### src/rtl/spq_pkg.sv
`timescale 1ns / 1ps
// ----------------------------------------------------------------------------
// spq_pkg
// Shared codes, field widths and controller/datapath interface types for the
// sorted priority queue.
// ----------------------------------------------------------------------------
package spq_pkg;

    localparam int OP_W     = 2;
    localparam int IN_TAG_W = 32;
    localparam int IN_PRI_W = 16;
    localparam int OUT_TAG_W = 32;
    localparam int STAT_W   = 2;
    localparam int CNT_W    = 5;

    localparam int S_TDATA_W = 56;
    localparam int M_TDATA_W = 40;

    localparam logic [OP_W-1:0] OP_INSERT  = 2'd0;
    localparam logic [OP_W-1:0] OP_EXTRACT = 2'd1;
    localparam logic [OP_W-1:0] OP_UPDATE  = 2'd2;
    localparam logic [OP_W-1:0] OP_REMOVE  = 2'd3;

    localparam logic [STAT_W-1:0] ST_OK       = 2'd0;
    localparam logic [STAT_W-1:0] ST_EMPTY    = 2'd1;
    localparam logic [STAT_W-1:0] ST_NOTFOUND = 2'd2;
    localparam logic [STAT_W-1:0] ST_FULL     = 2'd3;

    typedef struct packed {
        logic load_in;
        logic remove;
        logic insert;
        logic load_out;
    } spq_cmd_t;

    typedef struct packed {
        logic [OP_W-1:0] op;
    } spq_sts_t;

endpackage

### src/rtl/spq_ctrl.sv
`timescale 1ns / 1ps
// ----------------------------------------------------------------------------
// spq_ctrl
// Sequencer: accept, remove phase, insert phase (insert and update only), result hand-off.
// ----------------------------------------------------------------------------
module spq_ctrl
    import spq_pkg::*;
(
    input  logic     aclk,
    input  logic     aresetn,
    input  logic     s_tvalid,
    output logic     s_tready,
    output logic     m_tvalid,
    input  logic     m_tready,
    output spq_cmd_t cmd,
    input  spq_sts_t sts
);

    localparam logic [1:0] S_IDLE = 2'd0;
    localparam logic [1:0] S_REM  = 2'd1;
    localparam logic [1:0] S_INS  = 2'd2;
    localparam logic [1:0] S_DONE = 2'd3;

    logic [1:0] state_reg, state_next;
    logic       m_tvalid_reg, m_tvalid_next;

    always_comb begin
        state_next    = state_reg;
        m_tvalid_next = m_tvalid_reg && !m_tready;
        cmd           = '0;
        s_tready      = 1'b0;
        unique case (state_reg)
            S_IDLE: begin
                s_tready = aresetn;
                if (s_tvalid && aresetn) begin
                    cmd.load_in = 1'b1;
                    state_next  = S_REM;
                end
            end
            S_REM: begin
                cmd.remove = 1'b1;
                if (sts.op == OP_INSERT || sts.op == OP_UPDATE) begin
                    state_next = S_INS;
                end else begin
                    state_next = S_DONE;
                end
            end
            S_INS: begin
                cmd.insert = 1'b1;
                state_next = S_DONE;
            end
            S_DONE: begin
                if (!m_tvalid_reg || m_tready) begin
                    cmd.load_out  = 1'b1;
                    m_tvalid_next = 1'b1;
                    state_next    = S_IDLE;
                end
            end
            default: state_next = S_IDLE;
        endcase
    end

    always_ff @(posedge aclk) begin
        if (!aresetn) begin
            state_reg    <= S_IDLE;
            m_tvalid_reg <= 1'b0;
        end else begin
            state_reg    <= state_next;
            m_tvalid_reg <= m_tvalid_next;
        end
    end

    assign m_tvalid = m_tvalid_reg;

endmodule

### src/rtl/spq_datapath.sv
`timescale 1ns / 1ps
// ----------------------------------------------------------------------------
// spq_datapath
// Sorted entry row with parallel match/compare and one-step shift per phase,
// plus the request and result registers.
// ----------------------------------------------------------------------------
module spq_datapath
    import spq_pkg::*;
#(
    parameter int DEPTH     = 16,
    parameter int TAG_BITS  = 32,
    parameter int PRIO_BITS = 16
) (
    input  logic                 aclk,
    input  logic                 aresetn,
    input  logic [S_TDATA_W-1:0] s_tdata,
    output logic [M_TDATA_W-1:0] m_tdata,
    input  spq_cmd_t             cmd,
    output spq_sts_t             sts
);

    localparam int CW = $clog2(DEPTH + 1);
    localparam longint PMAX_L = (64'sd1 <<< (PRIO_BITS - 1)) - 64'sd1;
    localparam longint PMIN_L = -PMAX_L - 64'sd1;
    localparam logic signed [32:0] PMAX = 33'(PMAX_L);
    localparam logic signed [32:0] PMIN = 33'(PMIN_L);
    localparam logic [CW-1:0] FULL_CNT = CW'(DEPTH);

    logic [TAG_BITS-1:0]         tags_reg  [DEPTH];
    logic [TAG_BITS-1:0]         tags_next [DEPTH];
    logic signed [PRIO_BITS-1:0] prios_reg [DEPTH];
    logic signed [PRIO_BITS-1:0] prios_next[DEPTH];
    logic [CW-1:0]               count_reg, count_next;

    logic [OP_W-1:0]             op_reg;
    logic [TAG_BITS-1:0]         key_reg;
    logic signed [PRIO_BITS-1:0] pri_reg;
    logic [TAG_BITS-1:0]         otag_reg;
    logic [STAT_W-1:0]           stat_reg;
    logic [M_TDATA_W-1:0]        mdata_reg;

    logic [63:0]                 tag_wide;
    logic signed [32:0]          pri_wide, pri_sat;
    logic [DEPTH-1:0]            valid, match, after, ge;
    logic                        found;
    logic [63:0]                 otag_wide, cnt_wide;

    assign tag_wide = {32'b0, s_tdata[OP_W +: IN_TAG_W]};
    assign pri_wide = 33'(signed'(s_tdata[OP_W+IN_TAG_W +: IN_PRI_W]));

    always_comb begin
        if (pri_wide > PMAX) begin
            pri_sat = PMAX;
        end else if (pri_wide < PMIN) begin
            pri_sat = PMIN;
        end else begin
            pri_sat = pri_wide;
        end
    end

    always_comb begin
        logic [DEPTH-1:0] lowmask;
        for (int i = 0; i < DEPTH; i++) begin
            valid[i] = (CW'(i) < count_reg);
            if (op_reg == OP_EXTRACT) begin
                match[i] = (i == 0) && valid[i];
            end else if (op_reg == OP_INSERT) begin
                match[i] = 1'b0;
            end else begin
                match[i] = valid[i] && (tags_reg[i] == key_reg);
            end
            ge[i] = !valid[i] || (prios_reg[i] >= pri_reg);
        end
        for (int i = 0; i < DEPTH; i++) begin
            for (int j = 0; j < DEPTH; j++) begin
                lowmask[j] = (j <= i);
            end
            after[i] = |(match & lowmask);
        end
        found = |match;
    end

    always_comb begin
        count_next = count_reg;
        for (int i = 0; i < DEPTH; i++) begin
            tags_next[i]  = tags_reg[i];
            prios_next[i] = prios_reg[i];
        end
        if (cmd.remove) begin
            for (int i = 0; i < DEPTH - 1; i++) begin
                if (after[i]) begin
                    tags_next[i]  = tags_reg[i+1];
                    prios_next[i] = prios_reg[i+1];
                end
            end
            if (found) begin
                count_next = count_reg - 1'b1;
            end
        end else if (cmd.insert && count_reg != FULL_CNT) begin
            for (int i = 0; i < DEPTH; i++) begin
                if (ge[i]) begin
                    if (i == 0) begin
                        tags_next[i]  = key_reg;
                        prios_next[i] = pri_reg;
                    end else if (!ge[i-1]) begin
                        tags_next[i]  = key_reg;
                        prios_next[i] = pri_reg;
                    end else begin
                        tags_next[i]  = tags_reg[i-1];
                        prios_next[i] = prios_reg[i-1];
                    end
                end
            end
            count_next = count_reg + 1'b1;
        end
    end

    always_ff @(posedge aclk) begin
        for (int i = 0; i < DEPTH; i++) begin
            tags_reg[i]  <= tags_next[i];
            prios_reg[i] <= prios_next[i];
        end
    end

    always_ff @(posedge aclk) begin
        if (!aresetn) begin
            count_reg <= '0;
        end else begin
            count_reg <= count_next;
        end
    end

    always_ff @(posedge aclk) begin
        if (cmd.load_in) begin
            op_reg   <= s_tdata[OP_W-1:0];
            key_reg  <= tag_wide[TAG_BITS-1:0];
            pri_reg  <= pri_sat[PRIO_BITS-1:0];
            otag_reg <= '0;
            stat_reg <= ST_OK;
        end else if (cmd.remove) begin
            if (op_reg == OP_EXTRACT && found) begin
                otag_reg <= tags_reg[0];
            end
            if (op_reg != OP_INSERT && !found) begin
                if (op_reg == OP_UPDATE || count_reg != '0) begin
                    stat_reg <= ST_NOTFOUND;
                end else begin
                    stat_reg <= ST_EMPTY;
                end
            end
        end else if (cmd.insert && count_reg == FULL_CNT) begin
            stat_reg <= ST_FULL;
        end
    end

    assign otag_wide = 64'(otag_reg);
    assign cnt_wide  = 64'(count_reg);

    always_ff @(posedge aclk) begin
        if (cmd.load_out) begin
            mdata_reg <= {1'b0, cnt_wide[CNT_W-1:0], stat_reg, otag_wide[OUT_TAG_W-1:0]};
        end
    end

    assign m_tdata = mdata_reg;
    assign sts.op  = op_reg;

endmodule

### src/rtl/sorted_priority_queue_core.sv
`timescale 1ns / 1ps
// ----------------------------------------------------------------------------
// sorted_priority_queue_core
// Priority queue of up to DEPTH tagged entries kept in ascending order.
// ----------------------------------------------------------------------------
// Each item carries an opcode (insert, extract_min, update, remove by tag), a
// tag and a signed Q8.8 priority, and yields one result item: extracted tag,
// status and entry count. Entries sit in a register row that matches all tags
// or compares all priorities in parallel and shifts by one place per cycle.
// An item for extract_min or remove runs accept, remove pass and result
// load; insert or update adds an insert pass before the result load.
// The result sits in an output register, so a stalled result only holds the
// block once the next item is finished.
// No clearing pass after reset; entries past the count are never read.
// ----------------------------------------------------------------------------
module sorted_priority_queue_core
    import spq_pkg::*;
#(
    parameter int DEPTH     = 16,
    parameter int TAG_BITS  = 32,
    parameter int PRIO_BITS = 16
) (
    input  logic                 aclk,
    input  logic                 aresetn,
    input  logic                 s_tvalid,
    output logic                 s_tready,
    input  logic [S_TDATA_W-1:0] s_tdata,   // opcode[1:0], tag[33:2], priority_req[49:34]
    output logic                 m_tvalid,
    input  logic                 m_tready,
    output logic [M_TDATA_W-1:0] m_tdata    // out_tag[31:0], status[33:32], count[38:34]
);

    spq_cmd_t cmd;
    spq_sts_t sts;

    spq_ctrl u_ctrl (
        .aclk     (aclk),
        .aresetn  (aresetn),
        .s_tvalid (s_tvalid),
        .s_tready (s_tready),
        .m_tvalid (m_tvalid),
        .m_tready (m_tready),
        .cmd      (cmd),
        .sts      (sts)
    );

    spq_datapath #(
        .DEPTH     (DEPTH),
        .TAG_BITS  (TAG_BITS),
        .PRIO_BITS (PRIO_BITS)
    ) u_datapath (
        .aclk     (aclk),
        .aresetn  (aresetn),
        .s_tdata  (s_tdata),
        .m_tdata  (m_tdata),
        .cmd      (cmd),
        .sts      (sts)
    );

endmodule
### config.mk
export PLATFORM = sky130hd
export DESIGN_NAME = sorted_priority_queue_core
export DESIGN_NICKNAME = d
export VERILOG_FILES = /design/src/rtl/spq_pkg.sv /design/src/rtl/spq_ctrl.sv /design/src/rtl/spq_datapath.sv /design/src/rtl/sorted_priority_queue_core.sv
export SDC_FILE = /design/constraint.sdc
export NUM_CORES = 2
export LEC_CHECK = 0
export BUFFER_PORTS_ARGS = -buffer_cell sky130_fd_sc_hd__buf_4
export CORE_ASPECT_RATIO = 0.8
export CORE_MARGIN = 1
export CORE_UTILIZATION = 66
export DETAILED_ROUTE_END_ITERATION = 8
export GPL_TIMING_DRIVEN = 1
export PLACE_DENSITY = 0.83
export SYNTH_ARGS = -nofsm -noshare
export SYNTH_HDL_FRONTEND = slang
export SYNTH_SLANG_ARGS = --single-unit
### constraint.sdc
create_clock -name aclk -period 13.1 [get_ports aclk]
set_input_delay 2.62 -clock aclk [delete_from_list [all_inputs] [get_ports aclk]]
set_output_delay 2.62 -clock aclk [all_outputs]
set_load 0.02 [all_outputs]
After elaboration in Yosys (flattened, before gate mapping) --
Memory sizes are Yosys's and may differ from the RTL's. Index checks and enable logic that the tools add are counted.
Word-level totals: memories 2, register bits 131, memory bits (writable) 768, logic and storage cells 310, output and inout port bits 42, bits of input ports 60
Operators by class: $add $sub $neg 2, mux-type cells 151, $lt $le $gt $ge 34, reductions and logical operators 85, equality and inequality tests 27
Memories:
- u_datapath.tags_reg | depth 16, width 32, read ports 16, clocked after Yosys merged registers in 0, wr ports 16, RTL line spq_datapath.sv:29 | logic [TAG_BITS-1:0] tags_reg [DEPTH];
- u_datapath.prios_reg | depth 16, width 16, read ports 16, clocked after Yosys merged registers in 0, wr ports 16, RTL line spq_datapath.sv:31 | logic signed [PRIO_BITS-1:0] prios_reg [DEPTH];
Operators with widths (count):
- $mux 32 | 47
- $mux 16 | 48
- $eq 32x32->1 | 16
- $mux 512 | 1
- $mux 480 | 1
- $ge 16x16->1 | 16
- $mux 256 | 1
- $mux 240 | 1
- $mux 1 | 42
- $lt 4x5->1 const A | 8
- $logic_and 1x1->1 | 22
- $lt 3x5->1 const A | 4
- $logic_not 1->1 | 19
- $logic_or 1x1->1 | 19
- $gt 16x16->1 const B | 1
- $lt 16x16->1 const B | 1
- $reduce_or 16->1 | 1
- $mux 5 | 3
- $reduce_or 15->1 | 1
- $reduce_or 14->1 | 1
- $reduce_or 13->1 | 1
- $mux 2 | 6
- $reduce_or 12->1 | 1
- $reduce_or 11->1 | 1
- 23 further kinds | 37

Depth between registers and ports, before layout --
An unclocked memory read counts as a cell.
word-level depth 10, depth in mapped cells 14, depth with buffers taken out 11

Cells and area by module --
Synthesis repeated with hierarchy kept, for this count alone.
Second synthesis, totals: cell total of the unflattened synthesis 5428, area total of the unflattened synthesis 55677.1 sq um
By module, submodules not included:
- spq_datapath | cells each 5403, area each 55429.4 sq um, times used 1
- spq_ctrl | cells each 25, area each 247.7 sq um, times used 1

Least setup slack after synthesis --
OpenSTA, ideal clock, no wires.
path type reg2reg, from register, netlist name u_datapath.pri_reg[5], to memory u_datapath.prios_reg[4][0] (netlist: u_datapath.prios_reg[0][64]), enable pin, data required time 12.587 ns, clock period less this slack 6.480 ns, library setup time 0.513 ns, setup slack 6.620 ns, data arrival time 5.967 ns, cell stages (with the launch flop) 13, cells stage by stage edfxtp_1 inv_1 ha_1 a21o_1 a21o_1 a21oi_1 o21ai_0 a21oi_1 mux2i_1 buf_2 buf_2 nor2_1 nor3_1
RTL lines (RTL line):
- to (decl) | spq_datapath.sv:31

==> run metrics <==
Synth Net Count=5445; XOR/XNOR Fraction of Synth Area=8.09%; reg2reg start=u_ctrl.state_reg[1]$_SDFFE_PN0P_; gr usage total=roughly 34%; Final Max Slew Viols=0; total power=14.0 mW; Setup crit end kind=flop; number of flip-flops in the largest register=between 500 and 600; global-route wire length before repair=about 220 mm; fillers=roughly 5700; postcts setup bufs=0; TNS Setup=0 ns; largest family of logic cells by synthesized area=multiplexers; CTS hold repair buffers=0; Clk pin slew, worst setup/hold paths=approximately 0.060 ns; sequential share of the synthesized area=48.3%; cell count of the worst hold path=0; number of I/O port buffers=94; DRT iter0 DRCs=around 5600; gpl congestion=0.938; post-synthesis compound-gate area fraction=~11%; hold endpoint=u_datapath.m_tdata[1]$_DFFE_PP_; clk_lat worst skew=0.68 ns; drt first pass iters=8; Die Height=260 µm; warnings from Yosys=0; cells after synthesis=approximately 5100; initial antenna violation count=1; WP data required=13.43 ns; H-tree depth=3; syn avg cell area=roughly 11 µm²; final clock period utilization by the worst path=a little over two fifths; maxcap violations=0; critical path class=reg2reg; sw frac=between 40% and 50%; fmax=174 MHz; crit path launch type=flop; Crit Path Max Fanout=250; Leakage=23.3 nW; Fin. Hold Viols=0; largest net degree at the start of global routing=310; power density over the cells=approximately 240 mW/mm²; Num CTS Buffers=a little over 90; Nets=roughly 5300; Sink Count=around 900; commonest cells in the netlist=edfxtp_1, nand2_1, o21ai_0; Async SR Flop Fraction=0%; WL/cell=between 20 and 25 µm; Clk pwr share=18.2%; final setup vio count=0; Period minus WS final=between 5 and 6 ns; synthesized flop and latch total=899; top-count cell post-synth=edfxtp_1; proportion of layout cells with a drive suffix above 1=7.76%; post-synthesis mux area share=around 12%; Crit path arrival time=6.08 ns; post-synth top area cell=edfxtp_1; GR Overflow Total=0; clk_skew=0.0315 ns; Synth Area in Adders=around 6%; TritonCTS clock tree=built; Post-DP HPWL=around 100 mm; Core Footprint=approximately 0.082 mm²; hold crit path type=reg2reg; Area Overhead vs Synth=7.11%; antenna-violating nets left=0; internal power component=~8.3 mW; Ports=around 100; Primary FF master, synth=edfxtp_1; # rows=94; CTS Root Cell=clkbuf_16; post_cts resized=0; via count=40800; Switch Pwr=between 5 and 6 mW; Worst R2R Setup Slack=between 7 and 8 ns; Simple-Gate Fraction of Synth Area=between 10% and 20%; synth top area cells=edfxtp_1, mux2i_1, o21ai_0; full die area=~0.085 mm²; actual slew at the worst max-slew pin=roughly 1.4 ns; top cell type's share of synthesized area=around 47%; Post-synth EDFFs=between 800 and 900; vias in the first global route=between 30000 and 40000; clock tree buffer depth=3; peak supply drop=around 330 µV; Comb pwr share=a little under two fifths; die span in x=325 µm; synthesized cell area=about 0.055 mm²; Slew HR=8.03%; R2R Path End=u_datapath.tags_reg[11][17]$_DFFE_PP_; RSZ-0062 raised after global routing=false; status=complete, no violations; sequential share of power=approximately 44%; Vias/cell=around 6.6; Reg2Reg Depth=8; n_diodes=0; Initial Utilization=about 67%; Hold Path Origin=u_datapath.otag_reg[1]$_SDFFE_PP0P_; Total Routed Length=147 mm; DRC errors left=0; Yosys cell types=81
-- layout make-up --
| class | count | area (µm²) | share of cell area, % |
|---|---|---|---|
| clock buffer | 124 | 2520 | 4.27 |
| clock inverter | 41 | 320 | 0.544 |
| inverter | 52 | 195 | 0.331 |
| multi-input combinational | 3732 | 26500 | 44.9 |
| sequential | 899 | 26600 | 45.1 |
| tap | 1104 | 1380 | 2.34 |
| timing repair buffer | 189 | 1460 | 2.47 |
-- worst max-delay path: stages, from the launching register on --
cell and delay (ns):
dfxtp_1 0.34, inv_1 0.14, ha_4 0.76, buf_4 0.98, buf_12 0.83, buf_4 0.95
a21oi_1 0.17, a21oi_4 0.56, buf_4 0.47
-- metal layers --
layer / up-vias / track usage, % / share of wire, %
li1: 18400 / - / -
met1: 19500 / 49.4 / 42
met2: 2575 / 49.8 / 43
met3: 329 / 5.39 / 11
met4: 0 / 15.1 / 4.5
met5: - / 0 / 0
-- logic make-up (layout without fill, tap and decap cells) --
kind of cell    Yosys count  count (layout)
mux                     678             678
flops                   899             899
other cells               1               1
compound gates         1024            1024
simple gates           1257            1257
buf+inv                 490             406
fa+ha+maj               264             264
xor+xnor                508             508
-- stage by stage --
stage               hold WS, ns  setup WS [ns]  util (%)  instances  cell area, µm²
CTS                       0.417           7.36      71.6       6141           58900
global route              0.428           7.04      71.6       6141           58900
global placement          0.412           7.37      68.1       5976           56100
floorplan                 0.403           6.62         -       5121           55000
detailed placement        0.412           7.36      68.1       5976           56100
finish                    0.423           7.35      71.6       6141           58900
-- worst max-delay path by stage --
stage | slack (ns) | start | cells past startpoint | endpoint
2_1_floorplan | 6.62 | u_datapath.pri_reg[5]$_SDFFCE_PN1P_ | 12 | u_datapath.prios_reg[0][64]$_DFFE_PP_
3_3_place_gp | 7.37 | aresetn | 3 | s_tready
3_5_place_dp | 7.36 | aresetn | 3 | s_tready
4_1_cts | 7.36 | aresetn | 3 | s_tready
5_1_grt | 7.04 | u_ctrl.state_reg[1]$_SDFFE_PN0P_ | 8 | u_datapath.tags_reg[11][17]$_DFFE_PP_
6_report | 7.35 | u_ctrl.state_reg[1]$_SDFFE_PN0P_ | 8 | u_datapath.tags_reg[11][17]$_DFFE_PP_
-- power by group through the flow --
stage	registers, mW	clock network (mW)	logic (mW)
3_5_place_dp	6.17	0	5.15
2_1_floorplan	5.78	0	3.79
3_3_place_gp	6.13	0	4.95
6_report	6.20	2.55	5.30
4_1_cts	6.12	2.57	5.19
5_1_grt	6.29	2.67	5.76
-- cell usage in the layout, fill, tap and decap left out, types with 21 or more instances in the layout --
master     netlist  routed
nand2_1        798     795
nand3_1         95      94
ha_1           264     263
edfxtp_1       857     857
a21o_1          44      44
nand4_1        106     106
nor4_1          74      74
xor2_1         261     261
nor2b_1         35      34
xnor2_1        247     247
inv_1           52      50
a21oi_1         65      63
nor3_1          34      32
clkbuf_1       259      26
nor2_1          50      48
buf_4           41     186
dfxtp_1         42      42
o311ai_0        65      65
clkbuf_16        0      95
a22o_1          32      31
mux2i_1        646     644
mux2_2          32      32
o21ai_0        685     683
o22ai_1         22      21
No activity file was read; power rests on OpenSTA's default activity.
